$ cat src/sv/hmm_pkg.sv
// ----------------------------------------------------------------------------
// hmm_pkg
// Shared types and constants for the 4x4 fixed-point matrix multiplier.
// ----------------------------------------------------------------------------
package hmm_pkg;

   localparam int VALUE_WIDTH   = 32;
   localparam int FRACTION_BITS = 16;

   localparam int FIELD_W = 32;
   localparam int ELEM_W  = (VALUE_WIDTH > FIELD_W) ? FIELD_W : VALUE_WIDTH;
   localparam int PROD_W  = 2 * ELEM_W;
   localparam int ACC_W   = PROD_W + 2;
   localparam int FRAC_B  = FRACTION_BITS % 64;
   localparam int IDX_W   = 4;
   localparam int STEP_W  = 2;
   localparam int DEPTH   = 16;

   typedef logic signed [FIELD_W-1:0] field_type;
   typedef logic [IDX_W-1:0]          index_type;

   localparam field_type SAT_MAX =
      field_type'({{(FIELD_W - ELEM_W + 1){1'b0}}, {(ELEM_W - 1){1'b1}}});
   localparam field_type SAT_MIN = ~SAT_MAX;

   localparam index_type LAST_INDEX = index_type'(DEPTH - 1);

endpackage

$ cat src/sv/homogeneous_matrix_multiply.sv
// ----------------------------------------------------------------------------
// homogeneous_matrix_multiply
// 4x4 signed fixed-point matrix product, left times right, one shared MAC.
// ----------------------------------------------------------------------------
// Element pairs are loaded one transfer per cycle, while req_stall is low,
// in row-major order. The sixteenth transfer starts the product: each of
// the 16 entries takes four issues through the single 32x32 multiplier
// plus a read/multiply/accumulate drain, and its result can be held back
// while the result side holds rsp_stall. req_stall stays high during that
// phase. Entries come out row-major; the last one carries rsp_last_elem.
module homogeneous_matrix_multiply (
   input  logic                clock,
   input  logic                reset,
   input  logic                req_valid,
   output logic                req_stall,
   input  hmm_pkg::field_type  req_left_elem,
   input  hmm_pkg::field_type  req_right_elem,
   output logic                rsp_valid,
   input  logic                rsp_stall,
   output hmm_pkg::field_type  rsp_product_elem,
   output hmm_pkg::index_type  rsp_elem_index,
   output logic                rsp_clipped,
   output logic                rsp_last_elem
);
   import hmm_pkg::*;

   localparam logic [1:0] ST_LOAD  = 2'd0;
   localparam logic [1:0] ST_MAC   = 2'd1;
   localparam logic [1:0] ST_DRAIN = 2'd2;

   logic [1:0]             state_ff, state_in;
   index_type              load_count_ff, load_count_in;
   index_type              entry_ff, entry_in;
   logic [STEP_W-1:0]      step_ff, step_in;

   field_type              left_mem  [DEPTH];
   field_type              right_mem [DEPTH];

   logic signed [ELEM_W-1:0] left_rd_ff, right_rd_ff;
   logic                     rd_vld_ff, mul_vld_ff;
   logic signed [PROD_W-1:0] prod_ff;
   logic signed [ACC_W-1:0]  acc_ff, acc_in;

   logic                   out_vld_ff, out_vld_in;
   field_type              out_elem_ff;
   index_type              out_index_ff;
   logic                   out_clip_ff, out_last_ff;

   logic                   req_accept, issue, out_load;
   index_type              left_addr, right_addr;
   logic signed [ACC_W-1:0] shifted;
   logic [ACC_W-ELEM_W:0]  top_bits;
   logic                   fits;
   field_type              sat_value;

   assign req_stall  = (state_ff != ST_LOAD);
   assign req_accept = req_valid && !req_stall;
   assign issue      = (state_ff == ST_MAC);
   assign left_addr  = {entry_ff[3:2], step_ff};
   assign right_addr = {step_ff, entry_ff[1:0]};

   assign out_load = (state_ff == ST_DRAIN) && !rd_vld_ff && !mul_vld_ff &&
                     (!out_vld_ff || !rsp_stall);

   // round toward minus infinity, then saturate
   assign shifted   = acc_ff >>> FRAC_B;
   assign top_bits  = shifted[ACC_W-1:ELEM_W-1];
   assign fits      = (&top_bits) || !(|top_bits);
   assign sat_value = fits ? field_type'(signed'(shifted[ELEM_W-1:0])) :
                      (shifted[ACC_W-1] ? SAT_MIN : SAT_MAX);

   always_comb begin
      state_in      = state_ff;
      load_count_in = load_count_ff;
      entry_in      = entry_ff;
      step_in       = step_ff;
      case (state_ff)
         ST_LOAD: begin
            if (req_accept) begin
               load_count_in = load_count_ff + 4'd1;
               if (load_count_ff == LAST_INDEX) begin
                  state_in = ST_MAC;
                  entry_in = '0;
                  step_in  = '0;
               end
            end
         end
         ST_MAC: begin
            step_in = step_ff + 2'd1;
            if (step_ff == '1) begin
               state_in = ST_DRAIN;
            end
         end
         ST_DRAIN: begin
            if (out_load) begin
               entry_in = entry_ff + 4'd1;
               step_in  = '0;
               state_in = (entry_ff == LAST_INDEX) ? ST_LOAD : ST_MAC;
            end
         end
         default: begin
            state_in = ST_LOAD;
         end
      endcase
   end

   always_comb begin
      acc_in = acc_ff;
      if (out_load) begin
         acc_in = '0;
      end else if (mul_vld_ff) begin
         acc_in = acc_ff + ACC_W'(prod_ff);
      end
   end

   always_comb begin
      out_vld_in = out_vld_ff;
      if (out_load) begin
         out_vld_in = 1'b1;
      end else if (!rsp_stall) begin
         out_vld_in = 1'b0;
      end
   end

   always_ff @(posedge clock) begin
      if (req_accept) begin
         left_mem[load_count_ff]  <= req_left_elem;
         right_mem[load_count_ff] <= req_right_elem;
      end
      if (issue) begin
         left_rd_ff  <= left_mem[left_addr][ELEM_W-1:0];
         right_rd_ff <= right_mem[right_addr][ELEM_W-1:0];
      end
   end

   always_ff @(posedge clock) begin
      if (reset) begin
         state_ff      <= ST_LOAD;
         load_count_ff <= '0;
         entry_ff      <= '0;
         step_ff       <= '0;
         rd_vld_ff     <= 1'b0;
         mul_vld_ff    <= 1'b0;
         out_vld_ff    <= 1'b0;
         acc_ff        <= '0;
      end else begin
         state_ff      <= state_in;
         load_count_ff <= load_count_in;
         entry_ff      <= entry_in;
         step_ff       <= step_in;
         rd_vld_ff     <= issue;
         mul_vld_ff    <= rd_vld_ff;
         out_vld_ff    <= out_vld_in;
         acc_ff        <= acc_in;
      end
   end

   always_ff @(posedge clock) begin
      prod_ff <= left_rd_ff * right_rd_ff;
      if (out_load) begin
         out_elem_ff  <= sat_value;
         out_index_ff <= entry_ff;
         out_clip_ff  <= !fits;
         out_last_ff  <= (entry_ff == LAST_INDEX);
      end
   end

   assign rsp_valid        = out_vld_ff;
   assign rsp_product_elem = out_elem_ff;
   assign rsp_elem_index   = out_index_ff;
   assign rsp_clipped      = out_clip_ff;
   assign rsp_last_elem    = out_last_ff;

endmodule

$ cat config.mk
export PLATFORM = sky130hd
export DESIGN_NAME = homogeneous_matrix_multiply
export DESIGN_NICKNAME = d
export VERILOG_FILES = /design/src/sv/hmm_pkg.sv /design/src/sv/homogeneous_matrix_multiply.sv
export SDC_FILE = /design/constraint.sdc
export NUM_CORES = 2
export LEC_CHECK = 0
export ABC_AREA = 1
export BUFFER_PORTS_ARGS = -buffer_cell sky130_fd_sc_hd__buf_2
export CAP_MARGIN = 20
export CORE_MARGIN = 1
export CORE_UTILIZATION = 35
export CTS_CLUSTER_DIAMETER = 200
export CTS_CLUSTER_SIZE = 28
export DETAILED_ROUTE_END_ITERATION = 16
export GPL_TIMING_DRIVEN = 1
export MAX_ROUTING_LAYER = met4
export PLACE_DENSITY_LB_ADDON = 0.12
export REMOVE_ABC_BUFFERS = 1
export SLEW_MARGIN = 20
export SYNTH_ARGS = -nofsm -noshare
export SYNTH_HDL_FRONTEND = slang
export SYNTH_SLANG_ARGS = --single-unit
$ cat constraint.sdc
create_clock -name clock -period 7.45 [get_ports clock]
set_input_delay 1.49 -clock clock [delete_from_list [all_inputs] [get_ports clock]]
set_output_delay 1.49 -clock clock [all_outputs]
set_load 0.01 [all_outputs]
==> Yosys cells after proc, flatten, opt, wreduce, memory -nomap -nowiden <==
Memory sizes are Yosys's and may differ from the RTL's. A register that Yosys moved wholly into a read port is not among the register bits.
Cells that the tools add are included.
Widths: inputs -> output; s select.
{ "word_totals": {"regBits": 183, "latch_bits": 0, "ram_bits": 1024, "rom_bits": 0, "input_bits": 68, "output_inout_bits": 40, "wordCells": 74, "memories": 2} }
{ "mem_list": {"columns": ["memory", "depth", "word_bits", "rd", "rd_clocked_by_memory_dff", "write_ports", "line_no", "text"], "rows": [
  ["left_mem", 16, 32, 1, 1, 1, "homogeneous_matrix_multiply.sv:36", "field_type left_mem [DEPTH];"],
  ["right_mem", 16, 32, 1, 1, 1, "homogeneous_matrix_multiply.sv:37", "field_type right_mem [DEPTH];"]
]} }
{ "classes": {"n_addsub": 4, "mul": 1, "div_mod_pow": 0, "magnitude_cmp": 0, "n_eq_ne": 10, "shifts": 0, "muxes": 20, "n_bitwise": 0, "n_reduce_logical": 24} }
{ "ops": {"columns": ["op", "count"], "rows": [
  ["$add 66x64->66", 1],
  ["$mul 32x32->64", 1],
  ["$mux 32", 2],
  ["$reduce_and 19->1", 1],
  ["$reduce_or 19->1", 1],
  ["$mux 2", 7],
  ["$mux 4", 3],
  ["$pmux 2 s3", 2],
  ["$reduce_and 4->1", 3],
  ["$add 4x1->4 const B", 2],
  ["$eq 4x4->1 const B", 2],
  ["$pmux 4 s2", 1],
  ["$logic_not 1->1", 7],
  ["$ne 2x2->1 const B", 3],
  ["$mux 1", 5],
  ["$eq 2x2->1 const B", 2],
  ["$logic_and 1x1->1", 4],
  ["$ne 2x1->1 const B", 2],
  ["$reduce_bool 2->1", 2],
  ["$reduce_bool 3->1", 1],
  ["$add 2x1->2 const B", 1],
  ["$eq 2x1->1 const B", 1],
  ["$logic_not 2->1", 1],
  ["$logic_or 1x1->1", 2],
  ["other kinds (2)", 2]
]} }

==> Depth between registers and ports, before layout <==
{ "logic_depth": {"ltp_word": 6, "ltp_mapped": 30, "mapped_depth_nobuf": 29} }

==> Least setup slack after synthesis <==
Ideal clock, no wire load.
{ "synth_path": {"path_type": "reg2reg", "startpoint": "reg left_rd_ff[31] (read register of left_mem)", "endpoint": "reg prod_ff[60]", "setup_ps": 68, "arrival_ps": 7097, "required_time_ps": 7382, "slack_ps": 285, "path_stages_with_launch": 28, "path_buffers": 1, "period_less_slack_ps": 7165, "cell_sequence": "edfxtp_1 clkbuf_1 nand2_1 inv_1 fa_1 inv_1 fa_1 inv_1 fa_1 fa_1 inv_1 fa_1 inv_1 fa_1 inv_1 fa_1 inv_1 fa_1 ha_1 nand2_1 nor2_1 inv_1 nor2_2 inv_1 nor4_1 a21oi_1 nand2_2 xor2_2"} }
{ "synth_via": {"elab_chain_cells": 1} }
{ "synth_lines": {"columns": ["item", "line_no", "text"], "rows": [
  ["start: declaration", "homogeneous_matrix_multiply.sv:39", "logic signed [ELEM_W-1:0] left_rd_ff, right_rd_ff;"],
  ["$mul 32x32->64", "homogeneous_matrix_multiply.sv:159", "prod_ff <= left_rd_ff * right_rd_ff;"],
  ["end signal: assignment", "homogeneous_matrix_multiply.sv:159", null],
  ["end: declaration", "homogeneous_matrix_multiply.sv:41", "logic signed [PROD_W-1:0] prod_ff;"]
]} }
No other way between the ends.
A chain may end at the register's enable or synchronous reset.

==> Final worst setup path <==
{ "layout_path": {"startpoint": "reg left_rd_ff[31] (read register of left_mem)", "endpoint": "reg prod_ff[58]"} }
Same word-level chain as after synthesis.

==> flow_summary.json <==
{
  "ys_types": 57,
  "dpl.hpwl_um": 186400,
  "slew_headroom": 0.2710,
  "status": "completed",
  "port_buffers": 107,
  "hold_viol": 0,
  "place.gp.congestion": 0.9653,
  "crit_fanout": 20,
  "setup_violations": 0,
  "cts-buffers-inserted": 52,
  "synth_flop_cell": "edfxtp_1",
  "initial_core_util": 0.3525,
  "grt_pass1_wl_um": 415500,
  "synth_top_cell_by_area": "edfxtp_1",
  "via_count": 61190,
  "ant_nets": 0,
  "fmax_mhz": 137.0,
  "rsz0062_at_grt": "true",
  "cts.sinks": 1271,
  "clock_latency_ps": 780,
  "slowest_stage": "fa_2",
  "clock-skew-final_ps": 91.47,
  "placed_area_um2": 96230,
  "cp.arrival_ps": 7990,
  "cts_tree": "done",
  "drt_iter0_markers": 3928,
  "clk_path_buf_depth": 3,
  "die-area_um2": 261000,
  "final_nets": 10430,
  "antenna_found_initial": 18,
  "whs_ps": 433.3,
  "dp.cells": 12350,
  "ir_worst_vdd_uv": 163.1,
  "grt_pass1_vias": 64220,
  "async_flop_share": 0,
  "cts_max_level": 2,
  "hold_path.class": "register to register",
  "synth_seq_cells": 1271,
  "period_share": 0.9797,
  "avgSynthCellArea_um2": 9.974,
  "synthTopCellsByCount": "inv_1, nand2_1, edfxtp_1",
  "synth_edf_count": 1126,
  "io_pins": 108,
  "gr-total-overflow": 0,
  "cts.clk_slew.worst_paths_ps": 130,
  "clockRootBuffer": "clkbuf_16",
  "fin_crit_ps": 7299,
  "slew_viol_final": 0,
  "cp-end-kind": "register",
  "yosysMostFrequentCell": "inv_1",
  "synth.area.top_cells": "edfxtp_1, fa_1, inv_1, nand2_1, ha_1",
  "grt_usage": 0.2150,
  "drt-total-wl_um": 270100,
  "max_stage_delay_ps": 630,
  "yosysWarnings": 0,
  "path_buf_inv": 11,
  "area_growth_syn_to_layout_pct": 8.191,
  "critPathTopFamily": "adder cells",
  "power_density_nw_per_um2": 119.2,
  "tightestPinTransition_ps": 1091,
  "drc": 0,
  "grt_max_degree": 165,
  "fp.coreArea_um2": 257200,
  "instances_no_fill": 12440,
  "vias_per_cell": 4.920,
  "worst_setup_path_start_kind": "register",
  "synthesis.area_um2": 90640,
  "dr.pass1.iters": 6,
  "syn_inst": 9088,
  "seq_area_frac_synth": 0.4051,
  "dieWidth_um": 510.9,
  "fin_area_um2": 98060,
  "post_drt_wl_per_cell_um": 21.72,
  "fp.dieH_um": 510.9,
  "postCtsHoldBufs": 0,
  "crit_required_ps": 8140,
  "p_leak_nw": 43.08,
  "synth.top_cell.area_share": 0.3730,
  "crit_type": "register to register",
  "drive_above_1_share": 0.05910,
  "num_rows": 186,
  "drv_cap": 0
}
[where the power goes]
part	internal (mW)	total (mW)	switching, mW
Clock	1.38	3.63	2.25
Sequential	7.80	7.81	0.0126
Combinational	0.0484	0.249	0.200
[final timing paths]
kind                                     start  slack [ps]  depth (start not counted)     endpoint
worst min register to register       rd_vld_ff         430                          2   mul_vld_ff
worst max-delay path            left_rd_ff[31]         150                         27  prod_ff[58]
worst max register to register  left_rd_ff[31]         150                         27  prod_ff[58]
worst min-delay path                 rd_vld_ff         430                          2   mul_vld_ff
[final cells by class]
cell class,count,area (um2)
inverters,2012,7576
well taps,3384,4234
clock inverters,8,177.7
diodes,17,42.54
repair inverters,1,7.507
multi-input cells,5387,45030
repair buffers,298,2934
fillers,25530,159100
clock buffers,59,1328
flip-flops and latches,1271,36740
[cells by family (layout without fill, tap and decap cells)]
| kind of cell | after synthesis | count (layout) | synth area share |
|---|---|---|---|
| other cells | 0 | 17 | 0 |
| xor+xnor | 97 | 97 | 0.009456 |
| fa+ha+maj | 1338 | 1338 | 0.2744 |
| simple gates | 2470 | 2470 | 0.1086 |
| compound gates | 1354 | 1354 | 0.08655 |
| mux | 128 | 128 | 0.01414 |
| flops | 1271 | 1271 | 0.4051 |
| buf+inv | 2430 | 2378 | 0.1018 |
[registers in the layout, summed over array words and instances, names as in the netlist, 4 cells and up]
signal,count
entry_ff,4
rsp_elem_index,4
prod_ff,64
load_count_ff,4
right_mem,512
acc_ff,66
right_rd_ff,32
left_mem,512
rsp_product_elem,32
left_rd_ff,32
[per-stage QoR]
step                  util  worst slack, ps  TNS, ps  power, mW
floorplan                -            -6573  -408070      8.061
global placement    0.3742           -192.5   -525.2      8.225
detailed placement  0.3742           -203.9   -342.3      8.232
CTS                 0.3802            23.93        0      11.85
global route        0.3813           -75.31   -211.2      12.08
finish              0.3813            151.3        0      11.69
[what timing repair did]
action | in CTS | in global routing
setup endpoints to repair | 4 | 24
resized for setup | 4 | 63
setup buffers | 2 | 2
pin swaps | 0 | 2
cloned | 0 | 1
[worst register-to-register path, delay by kind of cell (launching register included)]
| kind | cells | cell delay [ps] |
|---|---|---|
| xor gates and xnor gates | 1 | 150 |
| buffers and inverters | 11 | 1140 |
| adders and majority gates | 9 | 4410 |
| DFF | 1 | 430 |
| and+or+nand+nor | 6 | 1080 |
[metal layers]
| layer | vias to the layer above | track usage | share of wire |
|---|---|---|---|
| met3 | 203 | 0.01763 | 0.033 |
| met4 | 0 | 0.03110 | 0.014 |
| li1 | 28450 | - | - |
| met2 | 1084 | 0.3674 | 0.50 |
| met1 | 31450 | 0.2841 | 0.45 |
| met5 | - | - | 0 |
[cells in the final DEF (no fill, tap or decap), types with 11 or more instances in the layout]
cell type  instances
buf_4            111
nor2_4            21
clkbuf_16         52
o221ai_1          84
o21ai_1           38
xor2_1            75
xnor2_1           17
buf_2            107
nor3_1            22
a21oi_1          352
diode_2           17
ha_1             250
mux2i_1          128
nand3_1          167
fa_1            1081
buf_12            75
o22ai_1           46
a21o_1            16
inv_1           1964
nor2_1           576
o211ai_1         178
nand4_1           26
inv_2             43
nor4_1            13
o21ai_0          555
o21bai_1          30
o21a_1            11
nor2_2            26
nand2_1         1565
dfxtp_1          138
edfxtp_1        1126
No activity file was read; power rests on OpenSTA's default activity.
